`src/rtl/mbt_pkg.sv`:
```
// ----------------------------------------------------------------------------
// mbt_pkg
// Shared types, codes and wall helpers of the maze backtracker
// ----------------------------------------------------------------------------
`default_nettype none

package mbt_pkg;

  // default grid size
  localparam int GRID_WIDTH_DEF  = 16;
  localparam int GRID_HEIGHT_DEF = 16;

  // cell entry: visited mark over four wall bits
  localparam int ENTRY_W = 5;
  localparam logic [3:0] WALLS_ALL = 4'hF;

  // wall bits
  localparam logic [3:0] WALL_N = 4'b0001;
  localparam logic [3:0] WALL_S = 4'b0010;
  localparam logic [3:0] WALL_E = 4'b0100;
  localparam logic [3:0] WALL_W = 4'b1000;

  // input modes
  localparam logic [1:0] MODE_START = 2'd0;
  localparam logic [1:0] MODE_STEP  = 2'd1;
  localparam logic [1:0] MODE_READ  = 2'd2;

  // result status codes
  typedef enum logic [2:0] {
    ST_MOVED = 3'd0,
    ST_BACK  = 3'd1,
    ST_DONE  = 3'd2,
    ST_IDLE  = 3'd3,
    ST_READ  = 3'd4
  } status_t;

  // neighbor directions in candidate order
  typedef enum logic [1:0] {
    DIR_N = 2'd0,
    DIR_S = 2'd1,
    DIR_W = 2'd2,
    DIR_E = 2'd3
  } dir_t;

  // neighbor choice
  typedef struct packed {
    logic any;
    dir_t dir;
  } pick_t;

  // wall of the walker's cell toward a direction
  function automatic logic [3:0] here_wall(input dir_t dir);
    logic [3:0] w;
    unique case (dir)
      DIR_N:   w = WALL_N;
      DIR_S:   w = WALL_S;
      DIR_W:   w = WALL_W;
      DIR_E:   w = WALL_E;
      default: w = '0;
    endcase
    return w;
  endfunction

  // wall of the neighbor facing back
  function automatic logic [3:0] there_wall(input dir_t dir);
    logic [3:0] w;
    unique case (dir)
      DIR_N:   w = WALL_S;
      DIR_S:   w = WALL_N;
      DIR_W:   w = WALL_E;
      DIR_E:   w = WALL_W;
      default: w = '0;
    endcase
    return w;
  endfunction

endpackage

`default_nettype wire

```
`src/rtl/mbt_ram.sv`:
```
// ----------------------------------------------------------------------------
// mbt_ram
// Simple dual-port synchronous memory, one write and one registered read
// ----------------------------------------------------------------------------
`default_nettype none

module mbt_ram #(
  parameter int DEPTH = mbt_pkg::GRID_WIDTH_DEF * mbt_pkg::GRID_HEIGHT_DEF,
  parameter int WIDTH = mbt_pkg::ENTRY_W
) (
  input  logic                     clk,
  input  logic                     wr_en,
  input  logic [$clog2(DEPTH)-1:0] wr_addr,
  input  logic [WIDTH-1:0]         wr_data,
  input  logic                     rd_en,
  input  logic [$clog2(DEPTH)-1:0] rd_addr,
  output logic [WIDTH-1:0]         rd_data
);

  logic [WIDTH-1:0] mem_r [DEPTH];
  logic [WIDTH-1:0] rd_data_r;

  // write port and registered read port
  always_ff @(posedge clk) begin
    if (wr_en) begin
      mem_r[wr_addr] <= wr_data;
    end
    if (rd_en) begin
      rd_data_r <= mem_r[rd_addr];
    end
  end

  assign rd_data = rd_data_r;

endmodule

`default_nettype wire

```
`config.mk`:
```
export PLATFORM = sky130hd
export DESIGN_NAME = mbt_ram
export DESIGN_NICKNAME = d
export VERILOG_FILES = /design/src/rtl/mbt_pkg.sv /design/src/rtl/mbt_ram.sv
export SDC_FILE = /design/constraint.sdc
export NUM_CORES = 1
export LEC_CHECK = 0
export BUFFER_PORTS_ARGS = -buffer_cell sky130_fd_sc_hd__clkbuf_2
export CAP_MARGIN = 20
export CORE_UTILIZATION = 40
export CTS_BUF_LIST = sky130_fd_sc_hd__clkbuf_8
export CTS_CLUSTER_DIAMETER = 80
export DETAILED_ROUTE_END_ITERATION = 6
export GPL_ROUTABILITY_DRIVEN = 0
export SLEW_MARGIN = 40
export SYNTH_ARGS = -nofsm -noshare
export SYNTH_HDL_FRONTEND = slang
export SYNTH_SLANG_ARGS = --single-unit
```
`constraint.sdc`:
```
create_clock -name clk -period 4 [get_ports clk]
set_input_delay 1.2 -clock clk [delete_from_list [all_inputs] [get_ports clk]]
set_output_delay 1.2 -clock clk [all_outputs]
set_load 0.02 [all_outputs]
```
; Yosys cells after proc, flatten, opt, wreduce, memory -nomap -nowiden
; Memory sizes are Yosys's and may differ from the RTL's. A register that Yosys moved wholly into a read port is not among the register bits.
; Index checks and enable logic that the tools add are counted.
[totals]
reg_bits = 0
mem_bits_rw = 1280
inputBits = 24
output_inout_bits = 5
wordCells = 3
n_memories = 1
[memory_table]
columns = name, depth, width, rd, rd_ports_with_merged_regs, write_ports, line_no
row1 = mem_r, 256, 5, 1, 1, 1, mbt_ram.sv:20  ; logic [WIDTH-1:0] mem_r [DEPTH];
[op_classes]
mux = 2
[ops]
columns = cell, count
row1 = two-way mux 1 bit, 2

; Depth between registers and ports, before layout
[logic_depth]
ltp_word = 2
depth_mapped = 12
ltp_nobuf = 6

; Worst setup path before layout
; OpenSTA, ideal clock, no wires.
[synth_timing]
path_kind = input port to flip-flop
from = in rd_addr[0]
to = reg rd_data_r[1], in the netlist rd_data[1], read port of mem_r (data pin)
setup_time_ps = 266
arrival_ps = 3078
required_time_ps = 3734
path_slack_ps = 657
stages = 7
path_buffers = 3
cell_sequence = buf_6 buf_4 buf_2 mux4_2 mux4_2 a211oi_1 o211ai_1
[synth_rtl]
columns = element, line_no
row1 = from (decl), mbt_ram.sv:16  ; input logic [$clog2(DEPTH)-1:0] rd_addr,
row2 = to (decl), mbt_ram.sv:21  ; logic [WIDTH-1:0] rd_data_r;

==> tab_implementation.tex <==
\begin{tabular}{lr}
\hline
Metric & Value \\
\hline
\multicolumn{2}{l}{\textbf{CTS}} \\
\quad Inserted Clock Buffers & 198 \\
\quad Cells resized by post-CTS repair & 0 \\
\quad Clock transition at the register clock pins on the worst setup and hold paths after CTS & about 0.06 ns \\
\quad Source-to-sink clock delay at the later pin of the worst-skew pair & 0.88 ns \\
\quad Cts hold-fix bufs & 0 \\
\quad CTS H-Tree Depth & 4 \\
\quad Clock tree root driver cell & clkbuf\_8 \\
\quad Worst-case clock buffer depth & 3 \\
\quad TritonCTS clock tree & built \\
\quad CTS Sinks & 1,285 \\
\quad Count of buffers added by post-CTS timing repair for setup & 0 \\
\multicolumn{2}{l}{\textbf{Cells and area}} \\
\quad Reg area & slightly below 40,000 µm² \\
\quad Commonest non-fill, non-tap cell in the layout & edfxtp\_1 \\
\quad Util after Layout & 0.459 \\
\quad Fillers & 10,500 \\
\quad Multi-input logic area & 11,000 µm² \\
\quad Commonest non-fill, non-tap cells in the layout & edfxtp\_1 (1,285), mux4\_2 (289), nor2\_1 (276) \\
\quad Final-stage net count & approximately 2,800 \\
\quad Area added between synthesis and finish & 13.4\% \\
\quad Share of layout cells above drive strength 1 & 0.259 \\
\multicolumn{2}{l}{\textbf{GRT}} \\
\quad Number of antenna violations at the first check in global routing & 15 \\
\quad Sum of overflow across all layers after global routing & 0 \\
\quad Global-route wire length before repair & approximately 190,000 µm \\
\quad Maximum number of pins on one net before global-route repair & 90 \\
\quad Via count of the first global-routing pass & 27,100 \\
\quad Overall fraction of global-route tracks in use & 0.209 \\
\multicolumn{2}{l}{\textbf{Logic synthesis}} \\
\quad Total standard cell area after synthesis & around 50,000 µm² \\
\quad Synth async-reset ratio & 0 \\
\quad Top FF cell, synth & edfxtp\_1 \\
\quad Distinct cells, synth & between 40 and 50 \\
\quad Largest area contributor in the synthesized netlist & edfxtp\_1 \\
\quad Warnings, synthesis & 0 \\
\quad Number of cells produced by synthesis & 2,497 \\
\quad Number of synthesized flops with an enable pin & 1,285 \\
\quad Largest cells by area after synthesis & edfxtp\_1 (77\%), mux4\_2 (13\%), nor2\_1 (2.1\%) \\
\quad Area share of the largest cell type after synthesis & 0.767 \\
\quad Net count after synthesis & around 2,500 \\
\quad Portion of the post-synthesis area used by sequential elements & 0.767 \\
\quad Flops \& latches, synth & 1,285 \\
\quad Average cell area after synthesis & between 20 and 25 µm² \\
\multicolumn{2}{l}{\textbf{Floorplanning}} \\
\quad Top-level I/O count & 29 \\
\quad Area of the die & 127,000 µm² \\
\quad Starting density of the core & 0.405 \\
\quad X dimension of the die & 357 µm \\
\quad Core Area & 124,000 µm² \\
\quad Die Y & about 360 µm \\
\quad Number of rows in the core area & around 130 \\
\multicolumn{2}{l}{\textbf{Power and ir drop}} \\
\quad Worst supply voltage drop on vdd & $\sim$0.35 mV \\
\quad Fraction of power spent switching nets & 0.230 \\
\quad Tot Pwr & approximately 26 mW \\
\quad Combinational Power Share & 0.056 \\
\quad Internal power & 20.2 mW \\
\quad Leakage power summed over all cells & 17.9 nW \\
\quad Clock network fraction of total power & 0.378 \\
\quad Pwr per Cell Area & 460 nW/µm² \\
\quad Sequential power share & 0.566 \\
\quad Total net switching power & 6.04 mW \\
\multicolumn{2}{l}{\textbf{Timing}} \\
\quad Final hold violation count & 0 \\
\quad Time the final worst path needs with I/O delays and setup & 3.20 ns \\
\quad Transition time at the pin with the least slew margin & 0.830 ns \\
\quad RSZ-0062 raised after global routing & no \\
\quad Normalized max-slew margin & 0.445 \\
\quad Achievable clock frequency & 313 MHz \\
\quad Clock Skews & 0.0602 ns \\
\quad Final-report setup violation count & 0 \\
\quad Slew Limit Fails & 0 \\
\quad Final worst-path cycle share & 0.799 \\
\multicolumn{2}{l}{\textbf{Routing}} \\
\quad Wirelength, routed & 132,000 µm \\
\quad ANT nets after route & 0 \\
\quad Routed via count & around 26,000 \\
\quad Remaining routing DRC violations & 1 \\
\quad First-pass iteration count of the detailed router & 7 \\
\quad Detail-routed via count per cell & 5.79 \\
\quad Number of DRC markers after the initial detailed-route iteration & 3,377 \\
\quad WL per Instance & 28.9 µm \\
\multicolumn{2}{l}{\textbf{Place}} \\
\quad DP HPWL & 86,600 µm \\
\quad Count of port buffers added during placement & 28 \\
\multicolumn{2}{l}{\textbf{Critical path}} \\
\quad Cell-by-cell listing of the critical path & buf\_8 > buf\_4 > mux4\_2 > a221oi\_1 > o31ai\_1 > nor4\_1 > buf\_4 > a31oi\_1 > a311o\_1 \\
\quad Worst-case register-to-register setup slack & $\sim$1.2 ns \\
\quad Setup crit end kind & register \\
\quad Critical-path top delay cell & mux4\_2 \\
\quad CP required & about 4.6 ns \\
\quad Crit path buffers/inverters & 3 \\
\quad Most used cell, CP & buf\_4 \\
\quad Category of the worst setup path launch point & input port \\
\quad Kind of critical path & input port to register \\
\quad CP top delay family & compound AO/OA/AOI/OAI gates \\
\quad Arr. time, crit path & between 3 and 4 ns \\
\quad Maximum fanout along the worst path & 7 \\
\quad Maximum cell stage delay along the critical path & 0.53 ns \\
\multicolumn{2}{l}{\textbf{Min path}} \\
\quad Path category of the worst min-delay check & input port to register \\
\multicolumn{2}{l}{\textbf{Status}} \\
\quad Run status & finished with violations \\
\quad Violations in the final reports & DRC \\
\multicolumn{2}{l}{\textbf{Flow run}} \\
\quad Count of maximum capacitance violations & 0 \\
\hline
\end{tabular}
synth_stat cells, types with 4 or more instances:
cell and n:
o21ai_0 18, buf_6 7, nand2b_1 11, nor3_1 15, inv_1 4, o221ai_1 10
clkbuf_1 90, nor2b_1 17, a22oi_1 46, o32a_1 4, a2111oi_0 4, buf_1 12
nand4_1 15, nor4_1 17, or3_1 4, nand3_1 41, a22o_1 6, buf_2 23
a21oi_1 23, a211oi_1 11, nor2_1 277, o22ai_1 35, o31ai_1 7, nand2_1 47
a31oi_1 7, edfxtp_1 1285, a221oi_1 7, or2_2 4, buf_4 24, mux2i_1 96
a32oi_1 6, mux4_2 289, mux2_2 4, o211ai_1 4
cell type report:
class                   count  area share
multi-input cells        1052       0.193
diodes                      5    0.000219
clock inverters           158      0.0138
flip-flops and latches   1285       0.676
well taps                1637      0.0359
clock buffers             199      0.0480
inverters                   4    0.000263
repair buffers            208      0.0332
power groups by stage:
stage / combinational, mW / sequential (mW) / clock (mW)
after global routing: 1.54 / 14.9 / 10.6
after CTS: 1.47 / 14.9 / 10.1
final: 1.46 / 14.9 / 9.94
after detailed placement: 1.46 / 15.2 / 0
after floorplan: 0.726 / 15.2 / 0
after global placement: 1.43 / 15.1 / 0
layer usage:
| layer | wire, µm | up-vias | track usage | share of wire |
|---|---|---|---|---|
| li1 | - | 10900 | - | - |
| met1 | 54100 | 14000 | 0.292 | 0.41 |
| met2 | 62300 | 1275 | 0.327 | 0.47 |
| met3 | 11700 | 241 | 0.0492 | 0.089 |
| met4 | 3390 | 12 | 0.0623 | 0.026 |
| met5 | 68 | - | 0 | 0.00052 |
flip-flops by register name (all words and copies together), names as in the netlist:
| name | flops |
|---|---|
| rd_data | 5 |
| mem_r | 1280 |
through the flow:
stage               instances  worst slack (ns)  instance area [µm²]  hold slack (ns)  setup TNS (ns)
detailed placement       4186           -0.0494                53500            0.968         -0.0527
global placement         4186           -0.0531                53500            0.961         -0.0531
CTS                      4543             0.884                57000            0.692               0
global route             4545             0.746                57100            0.744               0
floorplan                2497             0.657                50300            0.793               0
finish                   4548             0.803                57100            0.743               0
logic make-up after synthesis:
group | count (synthesis) | share of synthesized area
AND/OR/NAND/NOR | 456 | 0.0394
flip-flops | 1285 | 0.767
AO/OA/AOI/OAI | 207 | 0.0293
multiplexers | 389 | 0.149
buffers and inverters | 160 | 0.0153
path summary, 6_finish.rpt:
check / start / to / depth (start not counted)
max: rd_addr[0] / rd_data[4] / 9
min reg2reg: mem_r[211][3] / rd_data[3] / 4
max reg2reg: mem_r[31][4] / rd_data[4] / 7
min: wr_data[3] / mem_r[66][3] / 1
worst reg2reg max path, delay by kind of cell, from the launching register on:
| kind | cells | cell delay [ns] |
|---|---|---|
| and+or+nand+nor | 1 | 0.53 |
| DFF | 1 | 0.36 |
| muxes | 1 | 0.48 |
| AOI/OAI and AO/OA | 4 | 0.94 |
| buffers and inverters | 1 | 0.23 |
No activity file was read; power rests on OpenSTA's default activity.
