--- config.mk ---
export PLATFORM = sky130hd
export DESIGN_NAME = mbt_pick
export DESIGN_NICKNAME = d
export VERILOG_FILES = /design/src/rtl/mbt_pkg.sv /design/src/rtl/mbt_pick.sv
export SDC_FILE = /design/constraint.sdc
export NUM_CORES = 1
export LEC_CHECK = 0
export ABC_AREA = 1
export BUFFER_PORTS_ARGS = -buffer_cell sky130_fd_sc_hd__buf_2
export CAP_MARGIN = 20
export CORE_UTILIZATION = 35
export DETAILED_ROUTE_END_ITERATION = 10
export PLACE_DENSITY = 0.61
export REMOVE_ABC_BUFFERS = 1
export SKIP_LAST_GASP = 1
export SYNTH_ARGS = -nofsm -noshare
export SYNTH_HDL_FRONTEND = slang
export SYNTH_SLANG_ARGS = --single-unit
--- constraint.sdc ---
create_clock -name vclk -period 6.8
set_input_delay 0.34 -clock vclk [all_inputs]
set_output_delay 0.34 -clock vclk [all_outputs]
set_load 0.1 [all_outputs]
--- src/rtl/mbt_pkg.sv ---
// ----------------------------------------------------------------------------
// mbt_pkg
// Shared types, codes and wall helpers of the maze backtracker
// ----------------------------------------------------------------------------
`default_nettype none

package mbt_pkg;

  // default grid size
  localparam int GRID_WIDTH_DEF  = 16;
  localparam int GRID_HEIGHT_DEF = 16;

  // cell entry: visited mark over four wall bits
  localparam int ENTRY_W = 5;
  localparam logic [3:0] WALLS_ALL = 4'hF;

  // wall bits
  localparam logic [3:0] WALL_N = 4'b0001;
  localparam logic [3:0] WALL_S = 4'b0010;
  localparam logic [3:0] WALL_E = 4'b0100;
  localparam logic [3:0] WALL_W = 4'b1000;

  // input modes
  localparam logic [1:0] MODE_START = 2'd0;
  localparam logic [1:0] MODE_STEP  = 2'd1;
  localparam logic [1:0] MODE_READ  = 2'd2;

  // result status codes
  typedef enum logic [2:0] {
    ST_MOVED = 3'd0,
    ST_BACK  = 3'd1,
    ST_DONE  = 3'd2,
    ST_IDLE  = 3'd3,
    ST_READ  = 3'd4
  } status_t;

  // neighbor directions in candidate order
  typedef enum logic [1:0] {
    DIR_N = 2'd0,
    DIR_S = 2'd1,
    DIR_W = 2'd2,
    DIR_E = 2'd3
  } dir_t;

  // neighbor choice
  typedef struct packed {
    logic any;
    dir_t dir;
  } pick_t;

  // wall of the walker's cell toward a direction
  function automatic logic [3:0] here_wall(input dir_t dir);
    logic [3:0] w;
    unique case (dir)
      DIR_N:   w = WALL_N;
      DIR_S:   w = WALL_S;
      DIR_W:   w = WALL_W;
      DIR_E:   w = WALL_E;
      default: w = '0;
    endcase
    return w;
  endfunction

  // wall of the neighbor facing back
  function automatic logic [3:0] there_wall(input dir_t dir);
    logic [3:0] w;
    unique case (dir)
      DIR_N:   w = WALL_S;
      DIR_S:   w = WALL_N;
      DIR_W:   w = WALL_E;
      DIR_E:   w = WALL_W;
      default: w = '0;
    endcase
    return w;
  endfunction

endpackage

`default_nettype wire

--- src/rtl/mbt_pick.sv ---
// ----------------------------------------------------------------------------
// mbt_pick
// Chooses one open neighbor: random value modulo the open count,
// counted in the order north, south, west, east
// ----------------------------------------------------------------------------
`default_nettype none

module mbt_pick (
  input  logic [3:0]     mask,
  input  logic [7:0]     rnd,
  output mbt_pkg::pick_t pick
);

  import mbt_pkg::*;

  logic [2:0] cnt;
  logic [3:0] sum4;
  logic [2:0] sum2;
  logic [1:0] mod3;
  logic [1:0] k;
  logic [2:0] pre;
  dir_t       dir_sel;

  // open count
  always_comb begin
    cnt = '0;
    for (int i = 0; i < 4; i++) begin
      cnt = cnt + {2'b00, mask[i]};
    end
  end

  // rnd mod 3 by summing base-4 digits
  always_comb begin
    sum4 = {2'b00, rnd[1:0]} + {2'b00, rnd[3:2]} + {2'b00, rnd[5:4]} + {2'b00, rnd[7:6]};
    sum2 = {1'b0, sum4[1:0]} + {1'b0, sum4[3:2]};
    if (sum2 >= 3'd6) begin
      mod3 = 2'(sum2 - 3'd6);
    end else if (sum2 >= 3'd3) begin
      mod3 = 2'(sum2 - 3'd3);
    end else begin
      mod3 = sum2[1:0];
    end
  end

  // rank of the chosen candidate
  always_comb begin
    case (cnt)
      3'd2:    k = {1'b0, rnd[0]};
      3'd3:    k = mod3;
      3'd4:    k = rnd[1:0];
      default: k = 2'd0;
    endcase
  end

  // k-th open direction
  always_comb begin
    pre     = '0;
    dir_sel = DIR_N;
    for (int i = 0; i < 4; i++) begin
      if (mask[i] && pre == {1'b0, k}) begin
        dir_sel = dir_t'(2'(i));
      end
      pre = pre + {2'b00, mask[i]};
    end
  end

  assign pick.any = (cnt != 3'd0);
  assign pick.dir = dir_sel;

endmodule

`default_nettype wire

# Word-level counts from Yosys, hierarchy flattened
# Cells that the tools add are included.
# totals
word_cells	27
ff_bits	0
# op_classes
n_addsub	9
n_reduce_logical	4
muxes	6
n_eq_ne	6
magnitude_cmp	2
# ops
cell	count
$mux W2	4
$add A2 B2 Y3	2
$eq A3 B2 Y1 const B	2
$pmux W2 S3	1
$add A3 B2 Y4	1
$add A4 B2 Y4	1
$sub A2 B2 Y2 const B	2
$add A2 B1 Y3	1
$add A3 B1 Y3	1
$eq A3 B2 Y1	1
$eq A3 B3 Y1 const B	1
$ge A3 B2 Y1 const B	1
$ge A3 B3 Y1 const B	1
$logic_and A1 B1 Y1	3
$reduce_bool A3 Y1	1
$add A1 B1 Y2	1
$eq A1 B2 Y1	1
$eq A2 B2 Y1	1
$mux W1	1

# Longest topological paths before layout
# Gate-level depths: netlist (run 1).
# depth
word_depth	13
mapped_depth	23

# Worst setup path after synthesis (run 1)
# No wires, ideal clock.
# synth_path
kind	input to output
from	input port rnd[1]
to	output port pick[0] (netlist name)
slack_ns	2.161
path_stages	22
t_required_ns	6.460
t_arrival_ns	4.299
path_cell_list	inv_1 fa_1 fa_1 inv_1 ha_1 inv_1 fa_1 inv_1 ha_1 fa_1 ha_1 o21ai_1 nand2_1 nand2_1 nand2_1 nand2_2 nand2_2 nand2_1 nand2_1 nor2_2 nand2_1 nand2_1
# synth_rtl
element	line_no	source
start: declaration	mbt_pick.sv:10	input logic [7:0] rnd,
end: declaration	mbt_pick.sv:11	output mbt_pkg::pick_t pick

==> reports/results.md, run 1 <==
| Parameter | Value | Unit |
| --- | --- | --- |
| Number of DRC violations after detailed-routing iteration 0 | 11 | - |
| Initial antenna violation count | 0 | - |
| Overall die area | 0.00171 | mm^2 |
| Remaining number of nets flagged by the antenna check after routing | 0 | - |
| Total count of max-transition violations in the final report | 0 | - |
| Tightest slew margin relative to the limit | 67.9 | % |
| Sink of the worst hold path | pick[1] | - |
| Sequential cell area in the final layout | 0 | um^2 |
| Tightest Pin Transition | 0.485 | ns |
| Setup repair after global routing missed its margin | false | - |
| Area after DPL | 636 | um^2 |
| Congestion Overflow GR | 0 | - |
| Main area contributors after synthesis | sky130_fd_sc_hd__fa_1 26%, sky130_fd_sc_hd__ha_1 21%, sky130_fd_sc_hd__inv_1 15% | - |
| Status | finished, final reports clean | - |
| Final design instance area without fill | 636 | um^2 |
| Mapped cell area | 542 | um^2 |
| Vias after detailed routing | 506 | - |
| Drt via density | 4.52 | - |
| Average instance area after synthesis | 6.61 | um^2 |
| Count of instances resized after the clock tree is built | 0 | - |
| Row cnt | 13 | - |
| WP data arrival | 4.43 | ns |
| Power Density | 307 | mW/mm^2 |
| Routed WL per cell | 8.78 | um |
| Required time reported for the critical path endpoint | 6.46 | ns |
| Initial cell density of the core | 39.7 | % |
| Min-delay src | mask[2] | - |
| Drt pass-1 iters | 4 | - |
| Layout-stage area growth over the synthesis result | 17.3 | % |
| Total length of routed wires | 983 | um |
| Final HPWL from detailed placement | 892 | um |
| Number of top-level design ports | 15 | - |
| Final period utilization | 70.1 | % |
| Number of max-capacitance violations reported | 0 | - |
| Highest-count cells in the layout ignoring fill and taps | 21 x sky130_fd_sc_hd__inv_1, 21 x sky130_fd_sc_hd__nand2_1, 15 x sky130_fd_sc_hd__buf_2 | - |
| Number of endpoints with negative hold slack in the final report | 0 | - |
| Via count of the first global-routing pass | 375 | - |
| Setup TNS | 0 | ns |
| Time the worst path needs with I/O delays and setup | 4.77 | ns |
| Largest net degree at the start of global routing | 7 | - |
| Port Buf Inserts | 15 | - |
| All-Layer GR Usage | 13.0 | % |
| Final setup vio count | 0 | - |
| Height of the chip | 41.3 | um |
| Total core area | 0.00137 | mm^2 |
| Fraction of layout cells with a size suffix above 1 | 21.6 | % |
| Static leakage power | 0.405 | nW |
| Ys Warns | 0 | - |
| Placer's final routability congestion estimate | 0.680 | - |
| Post-route DRC | 0 | - |
| CP Class | in -> out | - |
| CP endpoint kind | primary output | - |
| Library cell occupying the most area in the post-synthesis netlist | sky130_fd_sc_hd__fa_1 | - |
| Worst hold path cell count | 4 | - |
| Part of the Yosys area used for sequential elements | 0 | % |
| Worst hold-check path type | in -> out | - |
| Fin nets | 127 | - |
| Maximum vdd ir drop | 0.164 | mV |
| Global-route wire length before repair | 1530 | um |
| Highest clock rate | 210 | MHz |
| Library cells used by synthesis | 13 | - |
| Postcts setup bufs | 0 | - |
| Gate count after technology mapping | 82 | - |
| Sequential cell count | 0 | - |
| Kind of launch point of the worst setup path | primary input | - |
| # diodes | 0 | - |
| Delay of the slowest cell on the worst path | 0.56 | ns |
| Horiz. Die Dim | 41.3 | um |
| Cell-by-cell listing of the critical path | buf_2 > inv_1 > fa_1 > fa_1 > inv_1 > ha_1 > inv_1 > fa_1 > inv_1 > ha_1 > fa_1 > ha_1 > nor2_2 > nand2_1 > nand2_1 > nand2_1 > nand2_1 > nand2_1 > nand2_2 > o21ai_1 > nor2_1 > nand2_1 > nand2_1 > buf_2 | - |
| Crit-path slowest cell | sky130_fd_sc_hd__fa_1 | - |
| Post-cts hold buffer count | 0 | - |
| CP most frequent cell | sky130_fd_sc_hd__nand2_1 | - |
| Yosys top cell area share | 25.9 | % |
| Crit path max fanout | 6 | - |
| Clock buffer count | 0 | - |
==> cells in the mapped netlist <==
cell type and n:
sky130_fd_sc_hd__nand2_2 3, sky130_fd_sc_hd__nor2_1 1, sky130_fd_sc_hd__ha_1 9, sky130_fd_sc_hd__o21ai_0 1
sky130_fd_sc_hd__nand3_2 1, sky130_fd_sc_hd__inv_1 21, sky130_fd_sc_hd__nand4_1 1, sky130_fd_sc_hd__nand3_1 10
sky130_fd_sc_hd__nor2_2 2, sky130_fd_sc_hd__o21ai_1 2, sky130_fd_sc_hd__a21oi_1 3, sky130_fd_sc_hd__fa_1 7
sky130_fd_sc_hd__nand2_1 21
==> metrics by stage <==
stage | utilization, % | setup WS, ns | std cells | hold slack [ns] | total power, mW
after floorplan | - | 2.16 | 82 | 1.27 | 0.164
after global placement | 46.5 | 2.07 | 112 | 1.22 | 0.194
after detailed placement | 46.5 | 2.03 | 112 | 1.22 | 0.195
after CTS | 46.5 | 2.01 | 112 | 1.22 | 0.197
after global routing | 46.5 | 1.65 | 112 | 1.24 | 0.228
final | 46.5 | 2.03 | 112 | 1.21 | 0.195
==> power breakdown <==
part	total [mW]	internal (mW)	switching (mW)	leakage, nW
clock	0	0	0	0
combinational	0.195	0.0607	0.135	0.405
sequential	0	0	0	0
==> worst max-delay path by stage <==
stage | start | to | slack [ns] | cells after the start
floorplan | rnd[1] | pick[0] | 2.16 | 22
global placement | rnd[1] | pick[0] | 2.07 | 24
detailed placement | rnd[1] | pick[0] | 2.03 | 24
CTS | rnd[1] | pick[0] | 2.01 | 24
global route | rnd[1] | pick[0] | 1.65 | 24
finish | rnd[1] | pick[0] | 2.03 | 24
==> cells by family after synthesis <==
group	Yosys count	share of synthesized area, %
adder cells (fa/ha/maj)	16	46.7
buffers and inverters	21	14.6
AO/OA/AOI/OAI	6	5.54
AND/OR/NAND/NOR	39	33.3
==> final cells by class <==
type | instances | area [um^2]
Inverter | 21 | 78.8
Fill cell | 150 | 731
Multi-Input combinational cell | 61 | 463
Timing Repair Buffer | 15 | 75.1
Tap cell | 15 | 18.8
==> worst max-delay path, delay by kind of cell <==
kind / cells / cell delay, ns
and+or+nand+nor: 10 / 0.76
adders and majority gates: 7 / 2.56
buffers and inverters: 6 / 0.72
AOI/OAI and AO/OA: 1 / 0.06
==> layer usage <==
metal | up-vias | global-route usage (%) | wire length, um
met1 | 215 | 19.0 | 531
li1 | 285 | - | -
met3 | 0 | 0 | 16
met5 | - | 0 | 0
met2 | 6 | 22.7 | 436
met4 | 0 | 0 | 0
Note: power is estimated with default switching activity, not from simulation.
==> inputs of run 2 (changes only) <==
- PLACE_DENSITY: 0.61 -> 0.63
- clock period: 6.8 -> 4.1 ns (I/O delays scaled with it)
==> run 2 against run 1 <==
Against the previous run: global-route usage up 1.0 points; core utilization up 7.3 points; worst setup slack worse by 2.1 ns; combinational power up 110%; design area up 16%; sequential share of layout area unchanged; die area unchanged; first-iteration DRC count down 55%; total power up 110%; the run now ends with setup timing left; routed wire length up 6.3%.
==> reports/results.md, run 2 (synthesis results as in run 1) <==
| Parameter | Value | Unit | Delta |
| --- | --- | --- | --- |
| Launching instance or port of the critical path | rnd[5] | - |  |
| Drt via density | 4.60 | - | +1.8% |
| Remaining number of nets flagged by the antenna check after routing | 0 | - | unchanged |
| Fraction of layout cells with a size suffix above 1 | 36.0 | % | +14 points |
| Sequential cell area in the final layout | 0 | um^2 | unchanged |
| Required time reported for the critical path endpoint | 3.89 | ns | -2.57 ns |
| Total core area | 0.00137 | mm^2 | unchanged |
| Highest-count cells in the layout ignoring fill and taps | 19 x sky130_fd_sc_hd__inv_1, 17 x sky130_fd_sc_hd__nand2_1, 12 x sky130_fd_sc_hd__buf_2 | - |  |
| Largest net degree at the start of global routing | 6 | - | -1 |
| Final HPWL from detailed placement | 948 | um | +6.3% |
| Placer's final routability congestion estimate | 0.709 | - | +4.3% |
| Postcts setup bufs | 0 | - | unchanged |
| Worst hold-check path type | in -> out | - |  |
| Clock buffer count | 0 | - | unchanged |
| Post-cts hold buffer count | 0 | - | unchanged |
| Setup repair after global routing missed its margin | true | - |  |
| Post-route DRC | 0 | - | unchanged |
| Overall die area | 0.00171 | mm^2 | unchanged |
| Total count of max-transition violations in the final report | 0 | - | unchanged |
| Vias after detailed routing | 529 | - | +4.5% |
| Initial cell density of the core | 39.7 | % | unchanged |
| All-Layer GR Usage | 14.0 | % | +1.0 points |
| CP Class | in -> out | - |  |
| WP data arrival | 3.95 | ns | -0.48 ns |
| Power Density | 568 | mW/mm^2 | +85% |
| Delay of the slowest cell on the worst path | 0.60 | ns | +0.04 ns |
| Horiz. Die Dim | 41.3 | um | unchanged |
| Time the worst path needs with I/O delays and setup | 4.15 | ns |  |
| Row cnt | 13 | - | unchanged |
| # diodes | 0 | - | unchanged |
| Number of DRC violations after detailed-routing iteration 0 | 5 | - | -6 |
| Number of top-level design ports | 15 | - | unchanged |
| Sequential cell count | 0 | - | unchanged |
| CP most frequent cell | sky130_fd_sc_hd__nand2_1 | - |  |
| Static leakage power | 0.425 | nW | +4.9% |
| Kind of launch point of the worst setup path | primary input | - |  |
| Number of max-capacitance violations reported | 0 | - | unchanged |
| Routed WL per cell | 9.09 | um | +3.5% |
| Cell-by-cell listing of the critical path | buf_6 > inv_2 > fa_1 > fa_1 > inv_1 > ha_2 > inv_2 > fa_1 > inv_1 > ha_2 > fa_2 > ha_2 > o21ai_2 > nand2_1 > nand2_1 > nand2_1 > nand2_2 > nand3_1 > o21ai_1 > nor2_1 > nand2_1 > nand2_2 > buf_12 | - |  |
| Layout-stage area growth over the synthesis result | 35.8 | % |  |
| CP endpoint kind | primary output | - |  |
| Final worst-path setup slack | -0.0550 | ns | -2.09 ns |
| Highest clock rate | 241 | MHz |  |
| Drt pass-1 iters | 4 | - | unchanged |
| Via count of the first global-routing pass | 425 | - | +13% |
| Tightest Pin Transition | 0.483 | ns | -0.00278 ns |
| Congestion Overflow GR | 0 | - | unchanged |
| Tightest slew margin relative to the limit | 68.0 | % | +0.18 points |
| Status | complete, but fails checks | - |  |
| Hold Slack | 0.846 | ns | -0.366 ns |
| Leading cell type in the layout, fill and taps excluded | sky130_fd_sc_hd__inv_1 | - |  |
| Total length of routed wires | 1050 | um | +6.3% |
| Crit path max fanout | 5 | - | -1 |
| Crit-path slowest cell | sky130_fd_sc_hd__fa_2 | - |  |
| Placement Setup Slack | -0.225 | ns | -2.25 ns |
| Number of endpoints with negative hold slack in the final report | 0 | - | unchanged |
| Fin nets | 130 | - | +2.4% |
| Worst setup path end | pick[1] | - |  |
| Failing checks | setup timing | - |  |
| Initial antenna violation count | 0 | - | unchanged |
| Global-route wire length before repair | 1670 | um | +9.0% |
| Height of the chip | 41.3 | um | unchanged |
| Port Buf Inserts | 15 | - | unchanged |
| Final period utilization | 101 | % |  |
| Maximum vdd ir drop | 0.276 | mV | +68% |
| Final setup vio count | 2 | - | +2 |
-- run 2: cell types whose count changed in the layout (fill, tap and decap cells not counted), sizes merged --
cell,previous run,this run
buf,15,18
-- run 2: per-layer routing --
| layer | up-vias | routed length, um | GRT usage, % |
|---|---|---|---|
| li1 | 292 | - | - |
| met3 | 0 | 23 | 0 |
| met4 | 0 | 0 | 0 |
| met1 | 229 | 519 | 21.7 |
| met2 | 8 | 502 | 23.0 |
| met5 | - | 0 | 0 |
-- run 2: area by class of cell --
| cell class | count | area [um^2] |
|---|---|---|
| fill | 134 | 631 |
| multi-input combinational | 61 | 504 |
| timing repair buffer | 18 | 134 |
| inverter | 21 | 78.8 |
| tap | 15 | 18.8 |
-- run 2: what timing repair did --
| item | 4_1_cts | 5_1_grt |
|---|---|---|
| pin swaps | 9 | 1 |
| resized for setup | 15 | 0 |
| setup endpoints to repair | 2 | 2 |
-- run 2: worst min-delay path by stage --
stage | end | slack [ns] | start | cells after the start
5_1_grt | pick[1] | 0.88 | mask[2] | 4
4_1_cts | pick[1] | 0.85 | mask[2] | 4
3_5_place_dp | pick[1] | 0.88 | mask[2] | 4
2_1_floorplan | pick[1] | 1.00 | mask[2] | 2
6_report | pick[1] | 0.85 | mask[2] | 4
3_3_place_gp | pick[1] | 0.87 | mask[2] | 4
-- run 2: critical path: cells and delay by family --
| kind | cells | cell delay [ns] |
|---|---|---|
| AOI/OAI and AO/OA | 2 | 0.13 |
| adders and majority gates | 7 | 2.56 |
| buffers and inverters | 6 | 0.43 |
| and+or+nand+nor | 8 | 0.63 |
-- run 2: where the power goes --
group          switching, mW  internal (mW)
logic                  0.254          0.164
clock network              0              0
registers                  0              0
total                  0.254          0.164
-- run 2: metrics by stage --
| stage | utilization (%) | TNS [ns] | power [mW] | cells | cell area (um^2) |
|---|---|---|---|---|---|
| floorplan | - | -0.525 | 0.273 | 82 | 542 |
| global placement | 50.4 | -0.374 | 0.362 | 115 | 688 |
| detailed placement | 50.4 | -0.450 | 0.371 | 115 | 688 |
| CTS | 53.8 | -0.180 | 0.421 | 115 | 736 |
| global route | 53.8 | -0.573 | 0.468 | 115 | 736 |
| finish | 53.8 | -0.0986 | 0.418 | 115 | 736 |
